## src/rtl/ps2km_pkg.sv

```systemverilog
`timescale 1ns / 1ps

package ps2km_pkg;

	// Key code: E0 prefix flag above the set-2 scan code byte
	localparam int unsigned CODE_W  = 9;
	localparam int unsigned ROWS    = 8;
	localparam int unsigned COLS    = 8;
	localparam int unsigned MAT_W   = ROWS * COLS;
	localparam int unsigned MOD_W   = 3;

	// Modifier line positions
	localparam int unsigned MOD_SHIFT = 0;
	localparam int unsigned MOD_CTRL  = 1;
	localparam int unsigned MOD_CAPS  = 2;

	// Modifier key codes
	localparam logic [CODE_W-1:0] CODE_LSHIFT = 9'h012;
	localparam logic [CODE_W-1:0] CODE_RSHIFT = 9'h059;
	localparam logic [CODE_W-1:0] CODE_LCTRL  = 9'h014;
	localparam logic [CODE_W-1:0] CODE_RCTRL  = 9'h114;
	localparam logic [CODE_W-1:0] CODE_CAPS   = 9'h058;

	typedef struct packed {
		logic       hit;
		logic [2:0] row;
		logic [2:0] col;
	} key_pos_t;

	// Decoded event handed to the matrix state
	typedef struct packed {
		key_pos_t key;
		logic     shift_hit;
		logic     ctrl_hit;
		logic     caps_hit;
		logic     release_req;
	} key_evt_t;

	// Key code to matrix position; position written as octal row, column
	function automatic key_pos_t key_lookup(input logic [CODE_W-1:0] code);
		logic [5:0] pos;
		logic       hit;
		key_pos_t   p;
		hit = 1'b1;
		pos = 6'o00;
		case (code)
			9'h16C: pos = 6'o00;
			9'h169: pos = 6'o01;
			9'h170: pos = 6'o02;
			9'h005: pos = 6'o03;
			9'h006: pos = 6'o04;
			9'h004: pos = 6'o05;
			9'h00C: pos = 6'o06;
			9'h00D: pos = 6'o10;
			9'h15A: pos = 6'o11;
			9'h05A: pos = 6'o12;
			9'h066: pos = 6'o13;
			9'h16B: pos = 6'o14;
			9'h175: pos = 6'o15;
			9'h174: pos = 6'o16;
			9'h172: pos = 6'o17;
			9'h045: pos = 6'o20;
			9'h016: pos = 6'o21;
			9'h01E: pos = 6'o22;
			9'h026: pos = 6'o23;
			9'h025: pos = 6'o24;
			9'h02E: pos = 6'o25;
			9'h036: pos = 6'o26;
			9'h03D: pos = 6'o27;
			9'h03E: pos = 6'o30;
			9'h046: pos = 6'o31;
			9'h07C: pos = 6'o32;
			9'h04C: pos = 6'o33;
			9'h041: pos = 6'o34;
			9'h04E: pos = 6'o35;
			9'h049: pos = 6'o36;
			9'h04A: pos = 6'o37;
			9'h14A: pos = 6'o40;
			9'h01C: pos = 6'o41;
			9'h032: pos = 6'o42;
			9'h021: pos = 6'o43;
			9'h023: pos = 6'o44;
			9'h024: pos = 6'o45;
			9'h02B: pos = 6'o46;
			9'h034: pos = 6'o47;
			9'h033: pos = 6'o50;
			9'h043: pos = 6'o51;
			9'h03B: pos = 6'o52;
			9'h042: pos = 6'o53;
			9'h04B: pos = 6'o54;
			9'h03A: pos = 6'o55;
			9'h031: pos = 6'o56;
			9'h044: pos = 6'o57;
			9'h04D: pos = 6'o60;
			9'h015: pos = 6'o61;
			9'h02D: pos = 6'o62;
			9'h01B: pos = 6'o63;
			9'h02C: pos = 6'o64;
			9'h03C: pos = 6'o65;
			9'h02A: pos = 6'o66;
			9'h01D: pos = 6'o67;
			9'h022: pos = 6'o70;
			9'h035: pos = 6'o71;
			9'h01A: pos = 6'o72;
			9'h054: pos = 6'o73;
			9'h05D: pos = 6'o74;
			9'h05B: pos = 6'o75;
			9'h00E: pos = 6'o76;
			9'h029: pos = 6'o77;
			default: hit = 1'b0;
		endcase
		p.hit = hit;
		p.row = pos[5:3];
		p.col = pos[2:0];
		return p;
	endfunction

endpackage

```

## src/rtl/ps2km_decode.sv

```systemverilog
`timescale 1ns / 1ps

module ps2km_decode (
	input  logic [ps2km_pkg::CODE_W-1:0] code,
	input  logic                         release_req,
	output ps2km_pkg::key_evt_t          evt
);
	import ps2km_pkg::*;

	always_comb begin
		evt.key         = key_lookup(code);
		evt.shift_hit   = (code == CODE_LSHIFT) || (code == CODE_RSHIFT);
		evt.ctrl_hit    = (code == CODE_LCTRL) || (code == CODE_RCTRL);
		evt.caps_hit    = (code == CODE_CAPS);
		evt.release_req = release_req;
	end

endmodule

```

## src/rtl/ps2km_state.sv

```systemverilog
`timescale 1ns / 1ps

module ps2km_state (
	input  logic                         clk,
	input  logic                         arst_n,
	input  logic                         evt_valid,
	input  ps2km_pkg::key_evt_t          evt,
	output logic                         evt_ready,
	output logic                         out_valid,
	input  logic                         out_ready,
	output logic [ps2km_pkg::MAT_W-1:0]  matrix_q,
	output logic [ps2km_pkg::MOD_W-1:0]  mod_q,
	output logic                         matched_q
);
	import ps2km_pkg::*;

	logic       out_valid_q;
	logic       advance;
	logic [5:0] idx;

	assign evt_ready = !out_valid_q || out_ready;
	assign advance   = evt_valid && evt_ready;
	assign idx       = {evt.key.row, evt.key.col};
	assign out_valid = out_valid_q;

	always_ff @(posedge clk or negedge arst_n) begin
		if (!arst_n) begin
			out_valid_q <= 1'b0;
			matrix_q    <= '1;
			mod_q       <= '1;
		end else begin
			if (advance) begin
				out_valid_q <= 1'b1;
				// release sets the active-low bit, press clears it
				if (evt.key.hit)
					matrix_q[idx] <= evt.release_req;
				if (evt.shift_hit)
					mod_q[MOD_SHIFT] <= evt.release_req;
				if (evt.ctrl_hit)
					mod_q[MOD_CTRL] <= evt.release_req;
				if (evt.caps_hit)
					mod_q[MOD_CAPS] <= evt.release_req;
			end else if (out_ready) begin
				out_valid_q <= 1'b0;
			end
		end
	end

	always_ff @(posedge clk) begin
		if (advance)
			matched_q <= evt.key.hit;
	end

	a_press_clears: assert property (@(posedge clk) disable iff (!arst_n)
		advance && evt.key.hit && !evt.release_req |=> matrix_q[$past(idx)] == 1'b0)
		else $error("pressed key bit not cleared");

	a_release_sets: assert property (@(posedge clk) disable iff (!arst_n)
		advance && evt.key.hit && evt.release_req |=> matrix_q[$past(idx)] == 1'b1)
		else $error("released key bit not set");

	a_hold_state: assert property (@(posedge clk) disable iff (!arst_n)
		!advance |=> $stable(matrix_q) && $stable(mod_q))
		else $error("state changed without an event");

	a_miss_keeps: assert property (@(posedge clk) disable iff (!arst_n)
		advance && !evt.key.hit |=> $stable(matrix_q))
		else $error("unmatched code changed the matrix");

endmodule

```

## src/rtl/ps2_key_to_matrix_top.sv

```systemverilog
`timescale 1ns / 1ps

// Channel   Dir  tdata (low bit up)                            tuser (low bit up)
// s_axis    in   scan_code[7:0]                                extended, release_req
// m_axis    out  matrix_bits[63:0], shift_up, ctrl_up,          key_matched
//                caps_up, zero pad to 72 bits
//
// One key request is taken per cycle while results are taken; a request passes
// through the input register and then the matrix/result register, which offers
// the result.
// The table match and row bit update sit between those two registers.
// Reset releases every key: all matrix bits and modifier lines read one.
// A stalled result holds; the input register takes one more request, then
// tready drops until the result is taken.

module ps2_key_to_matrix_top (
	input  logic        clk,
	input  logic        arst_n,
	input  logic        s_axis_tvalid,
	output logic        s_axis_tready,
	input  logic [7:0]  s_axis_tdata,   // scan_code[7:0]
	input  logic [1:0]  s_axis_tuser,   // extended, release_req
	output logic        m_axis_tvalid,
	input  logic        m_axis_tready,
	output logic [71:0] m_axis_tdata,   // matrix_bits[63:0], shift_up, ctrl_up, caps_up, pad
	output logic [0:0]  m_axis_tuser    // key_matched
);
	import ps2km_pkg::*;

	// Input register stage
	logic               valid_s1;
	logic [CODE_W-1:0]  code_s1;
	logic               release_s1;

	logic               evt_ready;
	key_evt_t           evt;
	logic [MAT_W-1:0]   matrix_q;
	logic [MOD_W-1:0]   mod_q;
	logic               matched_q;

	// Take a new request when the stage is empty or drains this cycle
	assign s_axis_tready = !valid_s1 || evt_ready;

	always_ff @(posedge clk or negedge arst_n) begin
		if (!arst_n) begin
			valid_s1 <= 1'b0;
		end else if (s_axis_tready) begin
			valid_s1 <= s_axis_tvalid;
		end
	end

	// Hold the payload while stalled; the E0 flag forms the top code bit
	always_ff @(posedge clk) begin
		if (s_axis_tready && s_axis_tvalid) begin
			code_s1    <= {s_axis_tuser[0], s_axis_tdata};
			release_s1 <= s_axis_tuser[1];
		end
	end

	ps2km_decode u_decode (
		.code        (code_s1),
		.release_req (release_s1),
		.evt         (evt)
	);

	// Matrix and modifier registers double as the result register
	ps2km_state u_state (
		.clk       (clk),
		.arst_n    (arst_n),
		.evt_valid (valid_s1),
		.evt       (evt),
		.evt_ready (evt_ready),
		.out_valid (m_axis_tvalid),
		.out_ready (m_axis_tready),
		.matrix_q  (matrix_q),
		.mod_q     (mod_q),
		.matched_q (matched_q)
	);

	assign m_axis_tdata = {5'b0, mod_q[MOD_CAPS], mod_q[MOD_CTRL], mod_q[MOD_SHIFT], matrix_q};
	assign m_axis_tuser = matched_q;

endmodule
```

## config.mk

```make
export PLATFORM = sky130hd
export DESIGN_NAME = ps2_key_to_matrix_top
export DESIGN_NICKNAME = d
export VERILOG_FILES = /design/src/rtl/ps2km_pkg.sv /design/src/rtl/ps2km_decode.sv /design/src/rtl/ps2km_state.sv /design/src/rtl/ps2_key_to_matrix_top.sv
export SDC_FILE = /design/constraint.sdc
export NUM_CORES = 1
export LEC_CHECK = 0
export ABC_AREA = 1
export BUFFER_PORTS_ARGS = -buffer_cell sky130_fd_sc_hd__buf_2
export CAP_MARGIN = 25
export CORE_MARGIN = 5
export CORE_UTILIZATION = 55
export CTS_CLUSTER_DIAMETER = 40
export CTS_CLUSTER_SIZE = 20
export DETAILED_ROUTE_END_ITERATION = 12
export GPL_TIMING_DRIVEN = 1
export MAX_ROUTING_LAYER = met4
export PLACE_DENSITY = 0.9
export SLEW_MARGIN = 20
export SYNTH_ARGS = -nofsm -noshare
export SYNTH_HDL_FRONTEND = slang
export SYNTH_SLANG_ARGS = --single-unit
```

## constraint.sdc

```tcl
create_clock -name clk -period 2.3 [get_ports clk]
set_input_delay 0.23 -clock clk [delete_from_list [all_inputs] [get_ports clk]]
set_output_delay 0.23 -clock clk [all_outputs]
set_load 0.03 [all_outputs]
```

* After elaboration in Yosys (flattened, before gate mapping)
Cells that the tools add are included.
Cells by class: $add $sub $neg 0, multipliers 0, div/mod/pow operators 0, magnitude comparators 2, eq/ne operators 68, shift operators 0, mux-type cells 7, bitwise logic cells 0, reductions and logical operators 15
Operators by type and width (count):
- 6-bit case mux with 62 select lines | 1
- 9-bit by 6-bit equality test with 1-bit output (second input constant) | 23
- 9-bit by 7-bit equality test with 1-bit output (second input constant) | 20
- 9-bit equality test (second input constant) | 10
- 9-bit by 5-bit equality test with 1-bit output (second input constant) | 9
- 64-bit bitwise mux | 1
- 63-bit OR reduction | 1
- 9-bit by 3-bit equality test with 1-bit output (second input constant) | 3
- 9-bit by 4-bit equality test with 1-bit output (second input constant) | 3
- 2-bit AND reduction | 4
- 6-bit by 7-bit < comparator with 1-bit output (second input constant) | 1
- 1-bit demux with 6-bit select | 1
- 6-bit by 1-bit >= comparator with 1-bit output (second input constant) | 1
- 1-bit logical OR | 4
- 1-bit two-way mux | 4
- 1-bit logical AND | 3
- 1-bit logical NOT | 2
- 2-bit nonzero test | 1
Storage, ports and cells: register bits 80, bits in latches 0, RAM bits 0, bits in read-only memories 0, output and inout bits 75, logic and storage cells 101, memories 0

* Logic depth before layout (Yosys ltp)
Gate-level depths: netlist (run 1).
word-level depth 7, mapped depth 16, mapped depth without buffers 15

* By module
A second synthesis (run 1) with hierarchy kept.
Second synthesis, totals: cell total of the unflattened synthesis 714, area total of the unflattened synthesis 4874.7 sq um
Modules (own cells, without submodules):
- ps2km_state | times used 1, cells each 451, area an instance 3463.3 sq um, sequential area each 1815.5 sq um
- ps2km_decode | times used 1, cells each 241, area an instance 1024.7 sq um, sequential area each 0.0 sq um
- ps2_key_to_matrix_top | times used 1, cells each 22, area an instance 386.6 sq um, sequential area each 325.3 sq um

* Worst setup path before layout (run 1)
No wires, ideal clock.
path type flip-flop to flip-flop, start register code_s1[2], end register u_state.matrix_q[31] (netlist name), arrival 1.855 ns, data required time 2.224 ns, setup slack 0.369 ns, cell stages (with the launch flop) 15, buffers on the path 2, period minus slack after synthesis 1.931 ns, cell sequence edfxtp_1 > nand2_1 > inv_1 > nand2_1 > inv_1 > nand2_1 > nand3_1 > nor2_1 > nand2_1 > nor2_1 > nand2_4 > buf_6 > buf_4 > nand4_1 > nand2_1
On the way: cells in the longest elaborated chain, start to end 7, elaborated cells on any way between the ends 73, those cells by class 2 x order compare; 63 x eq/ne; 5 x mux; 3 x reduce/logical
RTL lines:
- start, declared | line ps2_key_to_matrix_top.sv:32 | logic [CODE_W-1:0] code_s1;
- start signal, assigned | line ps2_key_to_matrix_top.sv:55 | code_s1 <= {s_axis_tuser[0], s_axis_tdata};
- 9-bit by 6-bit equality test with 1-bit output, or another cell as far along | line ps2km_pkg.sv:46 | case (code)
- 6-bit case mux with 62 select lines | line ps2km_pkg.sv:46
- 6-bit by 7-bit < comparator with 1-bit output (implied by the code) / 6-bit by 1-bit >= comparator with 1-bit output (equally long branches) | line ps2km_state.sv:36 | matrix_q[idx] <= evt.release_req;
- 1-bit logical AND (implied by the code) | line ps2km_state.sv:36
- 1-bit two-way mux (implied by the code) | line ps2km_state.sv:36
- 1-bit demux with 6-bit select
- 64-bit bitwise mux | line ps2km_state.sv:36
- end signal, assigned by index | line ps2km_state.sv:36
- end, declared | line ps2km_state.sv:11 | output logic [ps2km_pkg::MAT_W-1:0] matrix_q,
Parallel ways exist; a longest one is shown, timed or not. A chain may end at the register's enable or synchronous reset.

* Final worst setup path (run 1)
start register code_s1[5], end register u_state.matrix_q[36] (netlist name)
The elaborated chain is that of the path after synthesis.

==> run metrics, run 1 <==
run status finished with violations; failing checks setup timing; area occupied by registers roughly 2100 um2; Starting DRT DRC Count 473; fin area between 6000 and 7000 um2; Worst Setup End Kind flop; RD Place Congestion about 1.0; Post-Syn Instances about 720; initial antenna violation count 0; synthesized flop and latch total 80; RSZ-0062 raised after global routing yes; number of global-route vias before repair approximately 5200; top post-synthesis cells by count nand2_1, nand3_1, nor2_1, dfstp_2, nand4_1; arrival time worst endpoint between 2 and 3 ns; Clk pwr share 0.303; unique cell type count in the Yosys netlist 26; post-DP HPWL 12080 um; Final Slew Violations 0; WL final ~19000 um; Avg Vias per Cell roughly 6; Netlist Area Pre-Place 4987 um2; Comb power frac 0.246; Starting Density 0.5691; Vias ~5800; Post-Synth Adder-Cell Area 0; DRT Pass-1 Iters 5; first-pass GRT wire length 26330 um; clock root cell clkbuf_8; Max-Cap Viols 0; Leak Pwr between 3 and 4 nW; Fill cells 639; Final WS setup -0.04684 ns; Flop pwr share 0.452; WP data required about 2.6 ns; count of final setup violators 19; largest family of logic cells by synthesized area simple AND/OR/NAND/NOR gates; H-tree depth 3; worst slack, placed -0.07021 ns; synth top area cells dfstp_2, nand2_1, nand3_1, nand4_1, nor2_1; asr flop ratio synth 0.8625; Seq/Total Area, Yosys 0.4293; Hold Fails Final Rpt 0; Synth Flop Type dfstp_2; PD cells 507.3 nW/um2; Hold Path Origin s_axis_tdata[1]; fin crit share 1.020; Wirelength per Cell 19.66 um; nets between 800 and 900; reg-to-reg endpoint u_state.matrix_q[36]; Total GRT Usage 0.2998; R2R depth 15; actual slew at the worst max-slew pin 0.6917 ns; CTS tree yes; final routed DRC violation total 0; Reg-to-Reg Start code_s1[5]; Multi-input gate area about 2800 um2; global route total overflow 0; biggest area consumer among synthesized cells dfstp_2; CTS max path bufs 2; Worst Hold End code_s1[1]; max frequency about 430 MHz; CTS Sinks 80; number of antenna diodes 0; Hold Path Depth 1; port buffer count 83; hold slack 0.04302 ns; cell with the most instances after synthesis nand2_1; post-synth top area share 0.3530; die width between 100 and 150 um; Synth Area in Compound Gates 0.01430; syn_area_per_cell about 7 um2; io pins 89; Layout area overhead 34.22%; clk_skew between 0.01 and 0.015 ns; Synth Area in Simple Gates 0.4709; R2R Setup Slk -0.05 ns; largest net degree at the start of global routing 73; crit-path max FO 18; Tmin final ~2.3 ns; Yosys warning count 0; Net Sw Frac 0.3530; share of cells above drive strength 1 0.3888; post-synthesis mux area share 0.002007; TritonCTS Buffers 9; dpl cell area around 5800 um2; Slew headroom 0.5378; clk_lat worst skew 0.36 ns; VDD IR-drop max roughly 0.41 mV; row count 34; Floorplan Core Area between 8000 and 9000 um2; Die Ht 105.2 um; Switch Pwr around 1.2 mW; cell-internal power roughly 2.2 mW; CP Class flop to flop; XOR/XNOR Fraction of Synth Area 0; Worst-path clk slew approximately 0.1 ns; Startpoint Class flop; worst hold path class input port to flop; Post-synth EDFFs 11; Routed Antenna Nets 0; die area between 10000 and 15000 um2
## layer usage
metal / part of all wire / track usage / vias to the layer above
li1: - / - / 2639
met5: 0 / - / -
met3: 0.082 / 0.04340 / 74
met2: 0.49 / 0.4830 / 361
met4: 0.041 / 0.09680 / 0
met1: 0.39 / 0.3907 / 2711
## worst max-delay path by stage
stage,startpoint,end,slack [ns],depth (start not counted)
2_1_floorplan,code_s1[2],u_state.matrix_q[31],0.37,14
3_3_place_gp,code_s1[7],u_state.matrix_q[43],-0.009,15
3_5_place_dp,code_s1[7],u_state.matrix_q[37],-0.07,15
4_1_cts,code_s1[7],u_state.matrix_q[37],0.0009,13
5_1_grt,code_s1[5],u_state.matrix_q[36],-0.15,15
6_report,code_s1[5],u_state.matrix_q[36],-0.05,15
## flip-flops by register name, summed over array words and instances (netlist names)
register and cells:
u_state.matched_q 1, u_state.matrix_q 64, valid_s1 1, release_s1 1
u_state.out_valid 1, code_s1 9, u_state.mod_q 3
## metrics by stage
step	power, mW	utilization	cells	setup TNS [ns]
2_1_floorplan	1.930	-	726	0
3_3_place_gp	2.112	0.6573	920	-0.008734
3_5_place_dp	2.127	0.6573	920	-0.8023
4_1_cts	3.145	0.6819	937	0
5_1_grt	3.514	0.7638	967	-5.526
6_report	3.396	0.7638	967	-0.3004
## worst max-delay path, cell delays in order (launching register included)
cell and delay (ns):
edfxtp_1 0.53, inv_2 0.20, nor2_4 0.05, nand3_2 0.10
buf_8 0.16, nor2_2 0.07, nor2_1 0.11, nand2_1 0.06
nor2_1 0.10, nand2_1 0.09, nor2_4 0.23, nand2_8 0.15
clkbuf_16 0.22, nand3_1 0.10, nand2_1 0.06, nand2_1 0.05
## repair_timing
| action | 4_1_cts | 5_1_grt |
|---|---|---|
| hold endpoints to repair | 2 | 0 |
| setup endpoints to repair | 44 | 64 |
| pin swaps | 0 | 26 |
| gates cloned | 0 | 13 |
| buffers inserted | 0 | 17 |
| hold buffers | 1 | 0 |
| gates resized for setup | 6 | 91 |
## power groups by stage
stage,Combinational (mW),Sequential [mW],Clock [mW]
floorplan,0.343,1.59,0
global placement,0.564,1.55,0
detailed placement,0.576,1.55,0
CTS,0.583,1.53,1.03
global route,0.870,1.54,1.11
finish,0.835,1.53,1.03
## placed cells by master, fill, tap and decap left out, types with 13 or more instances in the layout
cell type / n
nand2_2: 13
buf_2: 83
nand4_1: 64
nor2_4: 14
nor2_2: 14
nand3_2: 30
nor3_1: 33
nor2_1: 70
dfstp_2: 67
inv_1: 40
nand3_1: 64
buf_4: 59
nand2_1: 221
## layout make-up
class,instances,area share
well taps,108,0.02019
multi-input cells,550,0.4198
clock inverters,6,0.007103
clock buffers,10,0.02056
repair buffers,162,0.1836
flip-flops and latches,80,0.3198
inverters,51,0.02897
## kinds of logic (layout without fill, tap and decap cells)
| group | Yosys count | in the layout |
|---|---|---|
| and+or+nand+nor | 529 | 530 |
| buffers and inverters | 97 | 229 |
| DFF | 80 | 80 |
| AOI/OAI and AO/OA | 14 | 14 |
| other | 1 | 5 |
| muxes | 1 | 1 |
No activity file was read; power rests on OpenSTA's default activity.
==> run 2: changes to the inputs <==
--- a/config.mk
+++ b/config.mk
@@ -8,14 +8,13 @@
 export ABC_AREA = 1
 export BUFFER_PORTS_ARGS = -buffer_cell sky130_fd_sc_hd__buf_2
 export CAP_MARGIN = 25
-export CORE_MARGIN = 5
-export CORE_UTILIZATION = 55
+export CORE_UTILIZATION = 40
 export CTS_CLUSTER_DIAMETER = 40
 export CTS_CLUSTER_SIZE = 20
 export DETAILED_ROUTE_END_ITERATION = 12
 export GPL_TIMING_DRIVEN = 1
 export MAX_ROUTING_LAYER = met4
-export PLACE_DENSITY = 0.9
+export PLACE_DENSITY = 0.71
 export SLEW_MARGIN = 20
 export SYNTH_ARGS = -nofsm -noshare
 export SYNTH_HDL_FRONTEND = slang
==> constraint.sdc (replaced) <==
create_clock -name clk -period 2.6 [get_ports clk]
set_input_delay 0.26 -clock clk [delete_from_list [all_inputs] [get_ports clk]]
set_output_delay 0.26 -clock clk [all_outputs]
set_load 0.03 [all_outputs]
==> run metrics, run 2 (synthesis gave the netlist of run 1 again) <==
VDD IR-drop max about 0.42 mV; Post-Place Cells between 900 and 1000; WP data required just under 3 ns; Worst Setup End Kind flop; Total GRT Usage 0.2442; Die Ht around 110 um; largest net degree at the start of global routing 77; final core utilization 0.4928; R2R depth 14; crit-path max FO 42; reg-to-reg endpoint u_state.matrix_q[14]; die width ~110 um; number of global-route vias before repair 4735; worst hold path class input port to flop; Floorplan Core Area 12060 um2; row count 40; peak per-stage delay on the critical path 0.48 ns; first-pass GRT wire length between 20000 and 25000 um; H-tree depth 3; Routed Antenna Nets 0; global route total overflow 0; port buffer count 83; WL final about 14000 um; Top cell by count, worst path nand2_1; leading cell type in the layout, fill and taps excluded nand2_1; Wirelength per Cell between 10 and 15 um; final routed DRC violation total 0; total power between 3 and 4 mW; largest register by flop count u_state.matrix_q; Hold Path Origin s_axis_tuser[1]; Leak Pwr 2.948 nW; crit path cell chain nand2_1 -> inv_1 -> nand2_2 -> inv_1 -> nand2_1 -> nand3_1 -> nor2_1 -> nand2_1 -> nor2_1 -> nand2_4 -> buf_12 -> nand3_1 -> nand2_1 -> nand2_1; share of cells above drive strength 1 0.2578; CTS tree yes; Setup TNS Final 0 ns; CP Class flop to flop; CTS max path bufs 2; initial antenna violation count 0; commonest cells after routing, fill and taps aside nand2_1, nand3_1, nor2_1; post-DP HPWL approximately 10000 um; arrival time worst endpoint 2.67 ns; Top delay family on crit path simple AND/OR/NAND/NOR gates; area occupied by registers 2141 um2; RSZ-0062 raised after global routing no; Final Slew Violations 0; clock root cell clkbuf_16; Slowest-stage cell, CP edfxtp_1; Fill cells between 1000 and 1500; largest registers u_state.matrix_q x64, code_s1 x9, u_state.mod_q x3; Worst-path clk slew ~0.060 ns; Reg-to-Reg Start code_s1[2]; Multi-input gate area around 2500 um2; io pins 89; hold slack around 0.085 ns; Avg Vias per Cell between 5 and 6; run status completed; Layout area overhead 19.19%; Max-Cap Viols 0; Hold Path Depth 1; PD cells just over 500 nW/um2; postcts setup bufs 0; number of antenna diodes 0; actual slew at the worst max-slew pin roughly 0.57 ns; Largest register FFs between 60 and 70; Startpoint Class flop; Hold Fails Final Rpt 0; fin crit share 0.9178; worst path buffer plus inverter count 3; Starting Density 0.4135; die area 12920 um2; Worst Hold End release_s1; max frequency around 420 MHz; fin cells a little under 1000; nets just over 800; Slew headroom 0.6180; count of final setup violators 0; Starting DRT DRC Count 404; DRT Pass-1 Iters 5; Vias slightly above 5000; Tmin final approximately 2.4 ns; RD Place Congestion between 1 and 1.5; R2R Setup Slk approximately 0.21 ns; clk_skew 0.004715 ns; CTS Sinks 80; clk_lat worst skew 0.35 ns; TritonCTS Buffers 9
-- run 2: cell types whose count changed in the layout (fill, tap and decap cells not counted), sizes merged --
cell      previous run  this run
inv                 55        51
nand2              240       239
clkinvlp             1         0
buf                155       107
clkbuf              16        14
-- run 2: what timing repair did --
| action | 4_1_cts | 5_1_grt |
|---|---|---|
| endpoints found under the hold margin | 2 | 0 |
| setup endpoints to repair | 0 | 57 |
| gates resized for setup | 0 | 1 |
| hold buffers | 1 | 0 |
-- run 2: worst register-to-register path: stages (launching register included) --
cell and delay (ns):
edfxtp_1 0.48, nand2_1 0.15, inv_1 0.09, nand2_2 0.20, inv_1 0.14, nand2_1 0.17, nand3_1 0.12, nor2_1 0.11
nand2_1 0.06, nor2_1 0.19, nand2_4 0.19, buf_12 0.23, nand3_1 0.09, nand2_1 0.05, nand2_1 0.06
-- run 2: metal layers --
metal | GRT usage | share of wire | vias to the layer above
met4 | 0.09737 | 0.028 | 0
met1 | 0.3199 | 0.46 | 2350
met2 | 0.3667 | 0.44 | 191
met3 | 0.05420 | 0.063 | 35
li1 | - | - | 2521
met5 | - | 0 | -
-- run 2: power breakdown --
group	switching, mW	total, mW	internal, mW
combinational	0.379	0.496	0.117
sequential	0.0303	1.35	1.32
clock	0.488	1.16	0.667
total	0.897	3.00	2.11
-- run 2: cell type report --
class / instances / share of cell area
inverters: 51 / 0.03220
multi-input cells: 549 / 0.4142
clock buffers: 14 / 0.04273
flip-flops and latches: 80 / 0.3601
repair buffers: 108 / 0.1145
well taps: 168 / 0.03536
clock inverters: 1 / 0.0008419
-- run 2: worst max path at each step --
| stage | startpoint | to | slack, ns | cells past startpoint |
|---|---|---|---|---|
| after floorplan | code_s1[2] | u_state.matrix_q[31] | 0.67 | 14 |
| after global placement | code_s1[2] | u_state.matched_q | 0.11 | 11 |
| after detailed placement | code_s1[2] | u_state.matched_q | 0.15 | 11 |
| after CTS | code_s1[2] | u_state.matched_q | 0.13 | 11 |
| after global routing | code_s1[0] | u_state.matrix_q[14] | 0.002 | 14 |
| final | code_s1[2] | u_state.matrix_q[14] | 0.21 | 14 |
-- run 2: through the flow --
| stage | worst slack [ns] | cell area (um2) |
|---|---|---|
| final | 0.2136 | 5944 |
| after global routing | 0.001566 | 5944 |
| after CTS | 0.1259 | 5942 |
| after detailed placement | 0.1479 | 5673 |
| after global placement | 0.1065 | 5673 |
| after floorplan | 0.6687 | 5002 |
==> run 3: changes to the inputs <==
==> constraint.sdc (replaced) <==
create_clock -name clk -period 2.6 [get_ports clk]
set_input_delay 0.52 -clock clk [delete_from_list [all_inputs] [get_ports clk]]
set_output_delay 0.52 -clock clk [all_outputs]
set_load 0.03 [all_outputs]
==> run metrics, run 3 (synthesis gave the netlist of run 1 again) <==
run status completed; Largest register FFs 64; Hold Path Origin s_axis_tdata[0]; DRT Pass-1 Iters 6; VDD IR-drop max 0.4735 mV; Vias about 5000; Final Slew Violations 0; initial antenna violation count 0; worst slack, placed roughly 0.23 ns; WL met3 just under 1000 um; clk_skew between 0.005 and 0.006 ns; hold slack between 0.3 and 0.4 ns; RSZ-0062 raised after global routing no; total power roughly 3.1 mW; Floorplan Core Area 12060 um2; worst hold path class input port to flop; largest register by flop count u_state.matrix_q; H-tree depth 3; TritonCTS Buffers 9; fin cells between 900 and 1000; port buffer count 83; PD cells about 510 nW/um2; Net Sw Frac 0.2968; max frequency about 420 MHz; CTS max path bufs 2; Total GRT Usage 0.2520; met2 wire len between 6000 and 7000 um; Worst Setup End Kind flop; Hold Fails Final Rpt 0; CP Class flop to flop; arrival time worst endpoint between 2 and 3 ns; max layer used met4; Avg Vias per Cell about 5.3; R2R depth 12; CTS tree yes; clock root cell clkbuf_16; Starting Density 0.4135; die area between 10000 and 15000 um2; Setup TNS Final 0 ns; share of cells above drive strength 1 0.2563; number of antenna diodes 0; count of final setup violators 0; WP data required about 2.9 ns; actual slew at the worst max-slew pin a little over 0.7 ns; Clk pwr share 0.389; Hold Path Depth 1; fin crit share 0.9078; clk_lat worst skew ~0.35 ns; io pins approximately 90; first-pass GRT wire length 24330 um; CTS Hold Buffers Added 0; Tmin final between 2 and 2.5 ns; Die Ht between 100 and 150 um; Leak Pwr ~2.9 nW; Routed Antenna Nets 0; commonest cells after routing, fill and taps aside nand2_1, nand3_1, nor2_1; Switch Pwr just over 0.9 mW; Final WS setup approximately 0.24 ns; Fill cells approximately 1200; M1 WL about 6600 um; Max-Cap Viols 0; Worst Hold End code_s1[0]; RD Place Congestion about 0.94; cell-internal power 2.147 mW; Starting DRT DRC Count 493; number of global-route vias before repair ~4700; crit-path max FO 33; global route total overflow 0; Wirelength per Cell ~15 um; Startpoint Class flop; Flop pwr share 0.442; R2R Setup Slk about 0.24 ns; final routed DRC violation total 0; Reg-to-Reg Start code_s1[3]; CTS Sinks 80; Post-Place Cells approximately 950; nets between 800 and 900; reg-to-reg endpoint u_state.matrix_q[28]; Layout area overhead 19.29%; largest net degree at the start of global routing 77; largest registers u_state.matrix_q x64, code_s1 x9, u_state.mod_q x3; WL final around 15000 um; row count 40; Worst-path clk slew around 0.060 ns; post-DP HPWL 10620 um; leading cell type in the layout, fill and taps excluded nand2_1; die width approximately 110 um; Slew headroom 0.5181; Comb power frac 0.169
[run 3: worst max-delay path by stage]
stage,from,endpoint,slack (ns),cells after the start
2_1_floorplan,code_s1[2],u_state.matrix_q[31],0.67,14
3_3_place_gp,code_s1[3],u_state.matrix_q[28],0.16,13
3_5_place_dp,code_s1[2],u_state.matrix_q[28],0.23,15
4_1_cts,code_s1[2],u_state.matrix_q[28],0.21,14
5_1_grt,code_s1[8],u_state.matrix_q[28],0.05,15
6_report,code_s1[3],u_state.matrix_q[28],0.24,12
[run 3: power groups by stage]
stage | logic (mW) | clock network (mW) | registers, mW
after floorplan | 0.304 | 0 | 1.40
after global placement | 0.488 | 0 | 1.37
after detailed placement | 0.493 | 0 | 1.37
after CTS | 0.493 | 1.23 | 1.35
after global routing | 0.564 | 1.26 | 1.35
final | 0.516 | 1.19 | 1.35
[run 3: metrics by stage]
step,util,area [um2]
after floorplan,-,5002
final,0.4933,5949
after global placement,0.4668,5630
after CTS,0.4893,5902
after global routing,0.4933,5949
after detailed placement,0.4668,5630
[run 3: what timing repair did]
| item | 4_1_cts | 5_1_grt |
|---|---|---|
| buffers inserted | 0 | 0 |
| resized for setup | 0 | 5 |
| setup endpoints to repair | 0 | 31 |
[run 3: metal layers]
| layer | track usage | vias to the layer above |
|---|---|---|
| li1 | - | 2515 |
| met1 | 0.3254 | 2374 |
| met2 | 0.3870 | 222 |
| met3 | 0.04676 | 38 |
| met4 | 0.1088 | 0 |
| met5 | - | - |
[run 3: critical path, stage by stage (launching register included)]
cell and delay, ns:
edfxtp_1 0.45, inv_1 0.12, nand2_1 0.11, nor2_1 0.41, nand2_1 0.17, nand4_1 0.19
nor2_1 0.07, nand2_1 0.06, nor2_1 0.06, nand2_4 0.17, buf_16 0.21, nand4_1 0.15
nand2_1 0.13
[run 3: layout make-up]
class | instances | area (um2) | share of cell area
clock buffers | 16 | 271.5 | 0.04564
inverters | 51 | 191.4 | 0.03218
multi-input cells | 549 | 2475 | 0.4160
flip-flops and latches | 80 | 2141 | 0.3598
well taps | 168 | 210.2 | 0.03533
repair buffers | 104 | 660.6 | 0.1110
